<file path="config.mk">
export PLATFORM = sky130hd
export DESIGN_NAME = hsl_to_rgb_converter_top
export DESIGN_NICKNAME = d
export VERILOG_FILES = /design/src/hsl2rgb_pkg.sv /design/src/hsl2rgb_front.sv /design/src/hsl2rgb_queue.sv /design/src/hsl2rgb_back.sv /design/src/hsl_to_rgb_converter_top.sv
export SDC_FILE = /design/constraint.sdc
export NUM_CORES = 2
export LEC_CHECK = 0
export BUFFER_PORTS_ARGS = -buffer_cell sky130_fd_sc_hd__buf_2
export CORE_ASPECT_RATIO = 0.75
export CORE_MARGIN = 2
export CORE_UTILIZATION = 55
export DETAILED_ROUTE_END_ITERATION = 7
export GPL_ROUTABILITY_DRIVEN = 0
export PLACE_DENSITY = 0.74
export SYNTH_ARGS = -nofsm -noshare
export SYNTH_HDL_FRONTEND = slang
export SYNTH_SLANG_ARGS = --single-unit
</file>
<file path="constraint.sdc">
create_clock -name clock -period 8.9 [get_ports clock]
set_clock_uncertainty 0.1 [all_clocks]
set_input_delay 0.445 -clock clock [delete_from_list [all_inputs] [get_ports clock]]
set_output_delay 0.445 -clock clock [all_outputs]
set_load 0.02 [all_outputs]
</file>
<file path="src/hsl2rgb_pkg.sv">
`default_nettype none

package hsl2rgb_pkg;

   typedef struct packed {
      logic full;
      logic empty;
   } queue_status_type;

endpackage

`default_nettype wire

</file>
<file path="src/hsl2rgb_front.sv">
`default_nettype none

module hsl2rgb_front #(
   parameter int FRAC_BITS = 16
) (
   input  logic                            clock,
   input  logic                            reset,
   input  logic                            in_valid,
   output logic                            in_ready,
   input  logic [FRAC_BITS-1:0]            in_hue,
   input  logic [FRAC_BITS:0]              in_saturation,
   input  logic [FRAC_BITS:0]              in_lightness,
   input  hsl2rgb_pkg::queue_status_type   queue_status,
   output logic                            push,
   output logic [5*FRAC_BITS+1:0]          push_data
);

   localparam int F = FRAC_BITS;
   localparam logic [F:0]   ONE   = {1'b1, {F{1'b0}}};
   localparam logic [F-1:0] THIRD = F'((1 << FRAC_BITS) / 3);

   logic         f0_valid_ff, f0_valid_in;
   logic [F-1:0] f0_hue_ff;
   logic [F:0]   f0_sat_ff, f0_light_ff;
   logic         f1_valid_ff, f1_valid_in;
   logic [F-1:0] f1_hue_ff;
   logic [F:0]   f1_sat_ff, f1_light_ff, f1_ls_ff;
   logic         f0_ready, f1_ready;

   logic [F:0]     sat_cl, light_cl;
   logic [2*F+1:0] ls_prod;
   logic [F+1:0]   q_raw, light2, p_raw;
   logic [F:0]     q_val, p_val;
   logic [F-1:0]   ph_red, ph_green, ph_blue;

   assign f1_ready = !f1_valid_ff || !queue_status.full;
   assign f0_ready = !f0_valid_ff || f1_ready;
   assign in_ready = f0_ready;
   assign push     = f1_valid_ff && !queue_status.full;

   // clamp and l*s
   always_comb begin
      sat_cl   = (f0_sat_ff > ONE) ? ONE : f0_sat_ff;
      light_cl = (f0_light_ff > ONE) ? ONE : f0_light_ff;
      ls_prod  = (2*F+2)'(sat_cl) * (2*F+2)'(light_cl);
   end

   // q, p and the channel phases
   always_comb begin
      if (f1_light_ff[F:F-1] == 2'b00) begin
         q_raw = {1'b0, f1_light_ff} + {1'b0, f1_ls_ff};
      end else begin
         q_raw = {1'b0, f1_light_ff} + {1'b0, f1_sat_ff} - {1'b0, f1_ls_ff};
      end
      q_val  = (q_raw > {1'b0, ONE}) ? ONE : q_raw[F:0];
      light2 = {f1_light_ff, 1'b0};
      p_raw  = (light2 >= {1'b0, q_val}) ? light2 - {1'b0, q_val} : '0;
      p_val  = (p_raw > {1'b0, q_val}) ? q_val : p_raw[F:0];
      ph_red   = f1_hue_ff + THIRD;
      ph_green = f1_hue_ff;
      ph_blue  = f1_hue_ff - THIRD;
   end

   assign push_data = {q_val, p_val, ph_blue, ph_green, ph_red};

   always_comb begin
      f0_valid_in = f0_valid_ff;
      if (f0_ready) begin
         f0_valid_in = in_valid;
      end
      f1_valid_in = f1_valid_ff;
      if (f1_ready) begin
         f1_valid_in = f0_valid_ff;
      end
   end

   always_ff @(posedge clock) begin
      if (reset) begin
         f0_valid_ff <= 1'b0;
         f1_valid_ff <= 1'b0;
      end else begin
         f0_valid_ff <= f0_valid_in;
         f1_valid_ff <= f1_valid_in;
      end
   end

   always_ff @(posedge clock) begin
      if (f0_ready && in_valid) begin
         f0_hue_ff   <= in_hue;
         f0_sat_ff   <= in_saturation;
         f0_light_ff <= in_lightness;
      end
      if (f1_ready && f0_valid_ff) begin
         f1_hue_ff   <= f0_hue_ff;
         f1_sat_ff   <= sat_cl;
         f1_light_ff <= light_cl;
         f1_ls_ff    <= ls_prod[2*F:F];
      end
   end

endmodule

`default_nettype wire

</file>
<file path="src/hsl2rgb_queue.sv">
`default_nettype none

module hsl2rgb_queue #(
   parameter int WIDTH = 82
) (
   input  logic                          clock,
   input  logic                          reset,
   input  logic                          push,
   input  logic [WIDTH-1:0]              push_data,
   input  logic                          pop,
   output logic [WIDTH-1:0]              head_data,
   output hsl2rgb_pkg::queue_status_type status
);

   localparam int DEPTH = 4;
   localparam int PTR_W = $clog2(DEPTH);

   logic [DEPTH-1:0][WIDTH-1:0] mem_ff;
   logic [PTR_W-1:0]            wr_ptr_ff, wr_ptr_in;
   logic [PTR_W-1:0]            rd_ptr_ff, rd_ptr_in;
   logic [PTR_W:0]              count_ff, count_in;

   assign status.full  = (count_ff == (PTR_W+1)'(DEPTH));
   assign status.empty = (count_ff == '0);
   assign head_data    = mem_ff[rd_ptr_ff];

   always_comb begin
      wr_ptr_in = push ? wr_ptr_ff + 1'b1 : wr_ptr_ff;
      rd_ptr_in = pop ? rd_ptr_ff + 1'b1 : rd_ptr_ff;
      count_in  = count_ff;
      if (push && !pop) begin
         count_in = count_ff + 1'b1;
      end else if (pop && !push) begin
         count_in = count_ff - 1'b1;
      end
   end

   always_ff @(posedge clock) begin
      if (reset) begin
         wr_ptr_ff <= '0;
         rd_ptr_ff <= '0;
         count_ff  <= '0;
      end else begin
         wr_ptr_ff <= wr_ptr_in;
         rd_ptr_ff <= rd_ptr_in;
         count_ff  <= count_in;
      end
   end

   always_ff @(posedge clock) begin
      if (push) begin
         mem_ff[wr_ptr_ff] <= push_data;
      end
   end

endmodule

`default_nettype wire

</file>
<file path="src/hsl2rgb_back.sv">
`default_nettype none

module hsl2rgb_back #(
   parameter int FRAC_BITS = 16
) (
   input  logic                          clock,
   input  logic                          reset,
   input  hsl2rgb_pkg::queue_status_type queue_status,
   input  logic [5*FRAC_BITS+1:0]        head_data,
   output logic                          pop,
   output logic                          out_valid,
   input  logic                          out_ready,
   output logic [2:0][FRAC_BITS:0]       out_rgb
);

   localparam int F = FRAC_BITS;
   localparam logic [F:0] ONE = {1'b1, {F{1'b0}}};

   localparam logic [1:0] SEG_RISE = 2'd0;
   localparam logic [1:0] SEG_HIGH = 2'd1;
   localparam logic [1:0] SEG_FALL = 2'd2;
   localparam logic [1:0] SEG_LOW  = 2'd3;

   logic [2:0][F-1:0] phase;
   logic [F:0]        head_p, head_q;

   logic [2:0][F+2:0] t6;
   logic [2:0][F+1:0] t3;
   logic [2:0][1:0]   seg_in;
   logic [2:0][F:0]   mul_in;

   logic              b1_valid_ff, b1_valid_in;
   logic [F:0]        b1_p_ff, b1_q_ff, b1_d_ff;
   logic [2:0][1:0]   b1_seg_ff;
   logic [2:0][F:0]   b1_mul_ff;

   logic              b2_valid_ff, b2_valid_in;
   logic [F:0]        b2_p_ff, b2_q_ff;
   logic [2:0][1:0]   b2_seg_ff;
   logic [2:0][2*F+1:0] b2_prod_ff;

   logic              out_valid_ff, out_valid_in;
   logic [2:0][F:0]   out_rgb_ff, rgb_in;

   logic              b1_ready, b2_ready, o_ready;

   assign phase[0] = head_data[F-1:0];
   assign phase[1] = head_data[2*F-1:F];
   assign phase[2] = head_data[3*F-1:2*F];
   assign head_p   = head_data[4*F:3*F];
   assign head_q   = head_data[5*F+1:4*F+1];

   assign o_ready  = !out_valid_ff || out_ready;
   assign b2_ready = !b2_valid_ff || o_ready;
   assign b1_ready = !b1_valid_ff || b2_ready;
   assign pop      = !queue_status.empty && b1_ready;

   // pick the segment of the ramp and its multiplier
   always_comb begin
      for (int c = 0; c < 3; c++) begin
         t6[c] = (F+3)'({phase[c], 2'b00}) + (F+3)'({phase[c], 1'b0});
         t3[c] = (F+2)'({phase[c], 1'b0}) + (F+2)'(phase[c]);
         if (t6[c] < (F+3)'(ONE)) begin
            seg_in[c] = SEG_RISE;
            mul_in[c] = t6[c][F:0];
         end else if (!phase[c][F-1]) begin
            seg_in[c] = SEG_HIGH;
            mul_in[c] = '0;
         end else if (t3[c] < {ONE, 1'b0}) begin
            seg_in[c] = SEG_FALL;
            mul_in[c] = (F+1)'((F+3)'({ONE, 2'b00}) - t6[c]);
         end else begin
            seg_in[c] = SEG_LOW;
            mul_in[c] = '0;
         end
      end
   end

   always_comb begin
      for (int c = 0; c < 3; c++) begin
         unique case (b2_seg_ff[c]) inside
            SEG_RISE, SEG_FALL: rgb_in[c] = b2_p_ff + b2_prod_ff[c][2*F:F];
            SEG_HIGH:           rgb_in[c] = b2_q_ff;
            default:            rgb_in[c] = b2_p_ff;
         endcase
      end
   end

   always_comb begin
      b1_valid_in  = b1_ready ? !queue_status.empty : b1_valid_ff;
      b2_valid_in  = b2_ready ? b1_valid_ff : b2_valid_ff;
      out_valid_in = o_ready ? b2_valid_ff : out_valid_ff;
   end

   always_ff @(posedge clock) begin
      if (reset) begin
         b1_valid_ff  <= 1'b0;
         b2_valid_ff  <= 1'b0;
         out_valid_ff <= 1'b0;
      end else begin
         b1_valid_ff  <= b1_valid_in;
         b2_valid_ff  <= b2_valid_in;
         out_valid_ff <= out_valid_in;
      end
   end

   always_ff @(posedge clock) begin
      if (pop) begin
         b1_p_ff   <= head_p;
         b1_q_ff   <= head_q;
         b1_d_ff   <= head_q - head_p;
         b1_seg_ff <= seg_in;
         b1_mul_ff <= mul_in;
      end
      if (b2_ready && b1_valid_ff) begin
         b2_p_ff   <= b1_p_ff;
         b2_q_ff   <= b1_q_ff;
         b2_seg_ff <= b1_seg_ff;
         for (int c = 0; c < 3; c++) begin
            b2_prod_ff[c] <= (2*F+2)'(b1_d_ff) * (2*F+2)'(b1_mul_ff[c]);
         end
      end
      if (o_ready && b2_valid_ff) begin
         out_rgb_ff <= rgb_in;
      end
   end

   assign out_valid = out_valid_ff;
   assign out_rgb   = out_rgb_ff;

endmodule

`default_nettype wire

</file>
<file path="src/hsl_to_rgb_converter_top.sv">
// HSL to RGB color converter.
// req channel: one beat per color; tdata holds hue (FRAC_BITS bits, fraction of
//   a turn), saturation and lightness (FRAC_BITS+1 bits each, 1.0 = 2^FRAC_BITS).
// rsp channel: one beat per request beat, in order; tdata holds red, green and
//   blue (FRAC_BITS+1 bits each, same scale).
// path: from the accepting edge to rsp_tvalid a beat passes 2 front stages
//   (clamp and l*s product, then q/p and phases), 1 queue slot and
//   3 back stages (segment select, ramp product, output register).
// throughput: one beat per cycle while rsp_tready is high, with the three ramp
//   multipliers running side by side in the back stages.
// reset (synchronous, active high) empties all stages and the 4-entry queue;
//   rsp_tvalid is low in the cycle after reset.
// when rsp_tready is low the back stages hold, the queue fills and the front
//   keeps taking beats until the queue and both front stages are full; then
//   req_tready goes low. A waiting rsp beat holds its data until taken.
`default_nettype none

module hsl_to_rgb_converter_top #(
   parameter int FRAC_BITS = 16
) (
   input  logic                                    clock,
   input  logic                                    reset,
   input  logic                                    req_tvalid,
   output logic                                    req_tready,
   // hue, saturation, lightness
   input  logic [((3*FRAC_BITS+2+7)/8)*8-1:0]      req_tdata,
   output logic                                    rsp_tvalid,
   input  logic                                    rsp_tready,
   // red, green, blue
   output logic [((3*FRAC_BITS+3+7)/8)*8-1:0]      rsp_tdata
);

   localparam int F     = FRAC_BITS;
   localparam int RSP_W = ((3*FRAC_BITS+3+7)/8)*8;
   localparam int QW    = 5*FRAC_BITS+2;

   hsl2rgb_pkg::queue_status_type queue_status;
   logic                          push, pop;
   logic [QW-1:0]                 push_data, head_data;
   logic [2:0][F:0]               rgb;

   hsl2rgb_front #(.FRAC_BITS(FRAC_BITS)) u_front (
      .clock        (clock),
      .reset        (reset),
      .in_valid     (req_tvalid),
      .in_ready     (req_tready),
      .in_hue       (req_tdata[F-1:0]),
      .in_saturation(req_tdata[2*F:F]),
      .in_lightness (req_tdata[3*F+1:2*F+1]),
      .queue_status (queue_status),
      .push         (push),
      .push_data    (push_data)
   );

   hsl2rgb_queue #(.WIDTH(QW)) u_queue (
      .clock    (clock),
      .reset    (reset),
      .push     (push),
      .push_data(push_data),
      .pop      (pop),
      .head_data(head_data),
      .status   (queue_status)
   );

   hsl2rgb_back #(.FRAC_BITS(FRAC_BITS)) u_back (
      .clock       (clock),
      .reset       (reset),
      .queue_status(queue_status),
      .head_data   (head_data),
      .pop         (pop),
      .out_valid   (rsp_tvalid),
      .out_ready   (rsp_tready),
      .out_rgb     (rgb)
   );

   assign rsp_tdata = RSP_W'({rgb[2], rgb[1], rgb[0]});

endmodule

`default_nettype wire

</file>
==> results.txt <==
----------------------------------------------------
[Outcome]
  Outcome ... complete, no violations

[Setup path]
  Number of buffer and inverter stages on the critical path ... 5
  Crit path top cell by count ... sky130_fd_sc_hd__a21o_1
  Endpoint of the worst register-to-register path ... u_queue.mem_ff[55]$_DFFE_PP_
  Arrival time of data at the critical path endpoint ... 8.81 ns
  Cell with the biggest individual delay on the critical path ... sky130_fd_sc_hd__fa_1
  Critical Path Start Type ... flip-flop
  Worst Path Max Fanout ... 10
  Critical Path Max Stage Delay ... 0.45 ns
  Setup slack, reg-to-reg ... 0.38 ns
  Gate family responsible for the most delay along the worst path ... compound AO/OA/AOI/OAI gates
  Startpoint of the lowest-slack register-to-register path ... u_front.f1_ls_ff[1]$_DFFE_PP_
  Length in cells of the worst reg-to-reg path ... 38
  Endpoint required time on the critical path ... 9.19 ns
  Crit. End Element ... flip-flop
  Category of the most critical setup path ... flip-flop to flip-flop

[GRT]
  Number of antenna violations at the first check in global routing ... 5
  Residual overflow from global routing ... 0
  Vias in the first global route ... 49529
  Maximum number of pins on one net before global-route repair ... 82
  Global-route wire length before repair ... 276.6 mm
  All-Layer GR Usage ... 0.2739

[Timing]
  Final setup viols ... 0
  Worst-margin pin slew ... 1.205 ns
  Final critical-path share of the clock period ... 0.9571
  Slew Limit Headroom ... 0.1880
  Total Neg Setup Slack ... 0 ns
  Final Hold Fails ... 0
  Post-route minimum period ... 8.518 ns
  Top achievable clock speed ... 0.1174 GHz
  Final Max Tran Viols ... 0

[Place]
  Number of port buffers ... 106
  Half-perimeter wire length after placement ... 134.2 mm
  Post-Place Cell Area ... 72310 µm²
  Post-Place Cells ... 8256

[Yosys]
  Distinct cells, synth ... 91
  Number of synthesis warnings ... 0
  Yosys reg bits ... 700
  Ys flop type ... sky130_fd_sc_hd__edfxtp_1
  Share of the yosys chip area belonging to registers ... 0.2995
  Post-synth EDFFs ... 688
  Synth Area per Inst ... 10.50 µm²
  Netlist area before placement ... 69790 µm²
  Async SR Flop Fraction ... 0
  Count of mapped cells out of synthesis ... 6645

[Drt]
  Pre-antenna DRT Iters ... 7
  Post-Route M1 WL ... 75.86 mm
  Met2 WL post-DR ... 74.54 mm
  Violation count after the first detailed-routing iteration ... 4856
  Total length of routed wires ... 174.7 mm
  Antenna viol nets, final ... 0
  Detailed-route via count ... 48389
  Top routing layer used ... met5
  Met3 routed WL ... 20.15 mm
  Per-cell routed wire length ... 20.68 µm
  Post-route DRC ... 0
  Per-cell via count in the routed design ... 5.728

[Final layout]
  Fill cell instance count of the final layout ... 10153
  Finished Core Util ... 0.5971
  Number of cells in the finished layout apart from fillers ... 8448
  Footprint of the flip-flops and latches ... 20910 µm²
  Number of nets at the end of the flow ... 8298
  Multi-input gate area ... 43380 µm²
  Fraction of layout cells with a size suffix above 1 ... 0.07773
  Area Growth Syn to Fin ... 8.016%
  Final Cell Area ... 75380 µm²

[Floorplanning]
  Cell row count ... 113
  Height of the chip ... 312.5 µm
  Area inside the core boundary ... 126300 µm²
  Number of primary I/O pins ... 118
  Die footprint ... 129800 µm²
  Die Span X ... 415.3 µm
  Initial core utilization ... 0.5527

[Clocking]
  Number of CTS-inserted buffers ... 68
  Maximum buffer depth of the clock tree ... 3
  Depth of the CTS H-tree ... 3
  TritonCTS sink count ... 700
  Insertion delay to the later sink of the worst-skew pair ... 0.65 ns
  Clock-pin slew on the worst setup and hold paths ... 0.06 ns
  CTS tree ... built
  Root Buffer ... sky130_fd_sc_hd__clkbuf_16

[Hold path]
  Cell count of the worst hold path ... 2
  Hold path endpoint ... u_back.out_valid$_SDFFE_PP0P_
  Min-Delay Path Class ... input port to flip-flop
  Source of the worst hold timing path ... reset

[Flow run]
  Max-cap viol count ... 0

----------------------------------------------------
## cell usage in the layout (no fill, tap or decap), drive strengths merged, types with 72 or more instances in the layout
master,instances
nand2,816
a21oi,187
xnor2,162
clkbuf,76
fa,866
mux4,80
nor3,72
inv,1257
buf,235
and2,378
edfxtp,688
o21ai,137
nor2,301
ha,644
## worst reg2reg max path: cells and delay by family, from the launching register on
family,cells,cell delay [ns]
flops,1,0.44
fa+ha+maj,4,1.41
compound gates,22,4.54
simple gates,5,0.58
buf+inv,5,0.65
xor+xnor,1,0.17
mux,1,0.33
## sequential cells by signal, indices dropped and copies added, names as in the netlist, 48 cells and up
register and count:
u_back.b1_mul_ff 48, u_back.b2_prod_ff 51, u_back.out_rgb 51, u_queue.mem_ff 324
## layer usage
layer | vias to the layer above | GRT usage
li1 | 21602 | -
met5 | - | 0
met3 | 285 | 0.06388
met2 | 2353 | 0.4053
met4 | 6 | 0.06262
met1 | 24143 | 0.4113
## how the worst max path moves through the flow
stage	from	end	slack [ns]	cells after the start
after floorplan	u_front.f1_ls_ff[1]$_DFFE_PP_	u_queue.mem_ff[133]$_DFFE_PP_	0.47	41
after global placement	u_front.f1_ls_ff[1]$_DFFE_PP_	u_queue.mem_ff[57]$_DFFE_PP_	0.22	36
after detailed placement	u_front.f1_ls_ff[1]$_DFFE_PP_	u_queue.mem_ff[297]$_DFFE_PP_	0.02	36
after CTS	u_front.f1_ls_ff[1]$_DFFE_PP_	u_queue.mem_ff[303]$_DFFE_PP_	0.05	36
after global routing	u_front.f1_ls_ff[6]$_DFFE_PP_	u_queue.mem_ff[215]$_DFFE_PP_	-0.05	37
final	u_front.f1_ls_ff[1]$_DFFE_PP_	u_queue.mem_ff[55]$_DFFE_PP_	0.38	38
## cells by family (layout without fill, tap and decap cells)
family / Yosys count / after routing / share of synthesized area
buffers and inverters: 1529 / 1660 / 0.08269
xor gates and xnor gates: 217 / 217 / 0.02723
AOI/OAI and AO/OA: 678 / 678 / 0.06379
other: 1 / 6 / 0.00005373
adders and majority gates: 1510 / 1510 / 0.3639
DFF: 700 / 700 / 0.2995
and+or+nand+nor: 1852 / 1852 / 0.1251
muxes: 158 / 158 / 0.03783
## synthesized netlist by cell type (7+ instances only)
cell type	n	area (µm²)
sky130_fd_sc_hd__nand4_1	17	106.4
sky130_fd_sc_hd__nand2_1	816	3063
sky130_fd_sc_hd__nor2_1	301	1130
sky130_fd_sc_hd__nand3b_1	8	60.06
sky130_fd_sc_hd__o31ai_1	14	105.1
sky130_fd_sc_hd__nor3b_1	14	105.1
sky130_fd_sc_hd__o2111ai_1	8	70.07
sky130_fd_sc_hd__xor2_1	55	481.7
sky130_fd_sc_hd__o22ai_1	19	118.9
sky130_fd_sc_hd__or2_2	19	118.9
sky130_fd_sc_hd__mux2i_1	56	560.5
sky130_fd_sc_hd__a31oi_1	16	100.1
sky130_fd_sc_hd__ha_1	644	8058
sky130_fd_sc_hd__nand3_1	46	230.2
sky130_fd_sc_hd__inv_1	1248	4684
sky130_fd_sc_hd__clkbuf_1	240	900.9
sky130_fd_sc_hd__o21ai_0	132	660.6
sky130_fd_sc_hd__nor4_1	13	81.33
sky130_fd_sc_hd__nor2b_1	50	312.8
sky130_fd_sc_hd__mux2_2	14	157.7
sky130_fd_sc_hd__and2_1	378	2365
sky130_fd_sc_hd__mux4_2	80	1802
sky130_fd_sc_hd__and3_1	38	237.7
sky130_fd_sc_hd__o21bai_1	28	210.2
sky130_fd_sc_hd__a21oi_1	187	935.9
sky130_fd_sc_hd__a21o_1	63	473.0
sky130_fd_sc_hd__o21a_1	50	375.4
sky130_fd_sc_hd__a211o_1	11	96.34
sky130_fd_sc_hd__fa_1	866	17340
sky130_fd_sc_hd__or4_1	8	60.06
sky130_fd_sc_hd__or3_1	33	206.5
sky130_fd_sc_hd__o211ai_1	21	157.7
sky130_fd_sc_hd__a211oi_1	27	202.7
sky130_fd_sc_hd__nand2b_1	22	137.6
sky130_fd_sc_hd__o211a_1	7	70.07
sky130_fd_sc_hd__edfxtp_1	688	20660
sky130_fd_sc_hd__mux2_4	8	120.1
sky130_fd_sc_hd__xnor2_1	162	1419
sky130_fd_sc_hd__dfxtp_1	12	240.2
sky130_fd_sc_hd__nor3_1	72	360.4
sky130_fd_sc_hd__a21boi_0	14	105.1
sky130_fd_sc_hd__buf_1	29	108.9
## through the flow
| step | hold WS [ns] | setup WS [ns] |
|---|---|---|
| detailed placement | 0.3045 | 0.02367 |
| global placement | 0.3024 | 0.2153 |
| global route | 0.03827 | -0.05286 |
| CTS | 0.004369 | 0.04719 |
| finish | 0.03842 | 0.3819 |
| floorplan | 0.3003 | 0.4724 |
## layout make-up
type	instances	area share
Multi-Input combinational cell	4420	0.5755
Timing Repair Buffer	286	0.02765
Sequential cell	700	0.2774
Clock inverter	46	0.005809
Antenna cell	1	0.00003320
Tap cell	1667	0.02767
Inverter	1252	0.06244
Clock buffer	76	0.02354
## timing repair
| action | CTS | global route |
|---|---|---|
| endpoints found under the setup margin | 35 | 69 |
| gates resized for setup | 1 | 47 |
| setup buffers | 0 | 18 |
| endpoints found under the hold margin | 51 | 0 |
| pin swaps | 0 | 14 |
| hold buffers | 51 | 0 |
Power is not shown: default switching activity piles up to over one toggle a cycle in this logic, so the estimate is an artifact.
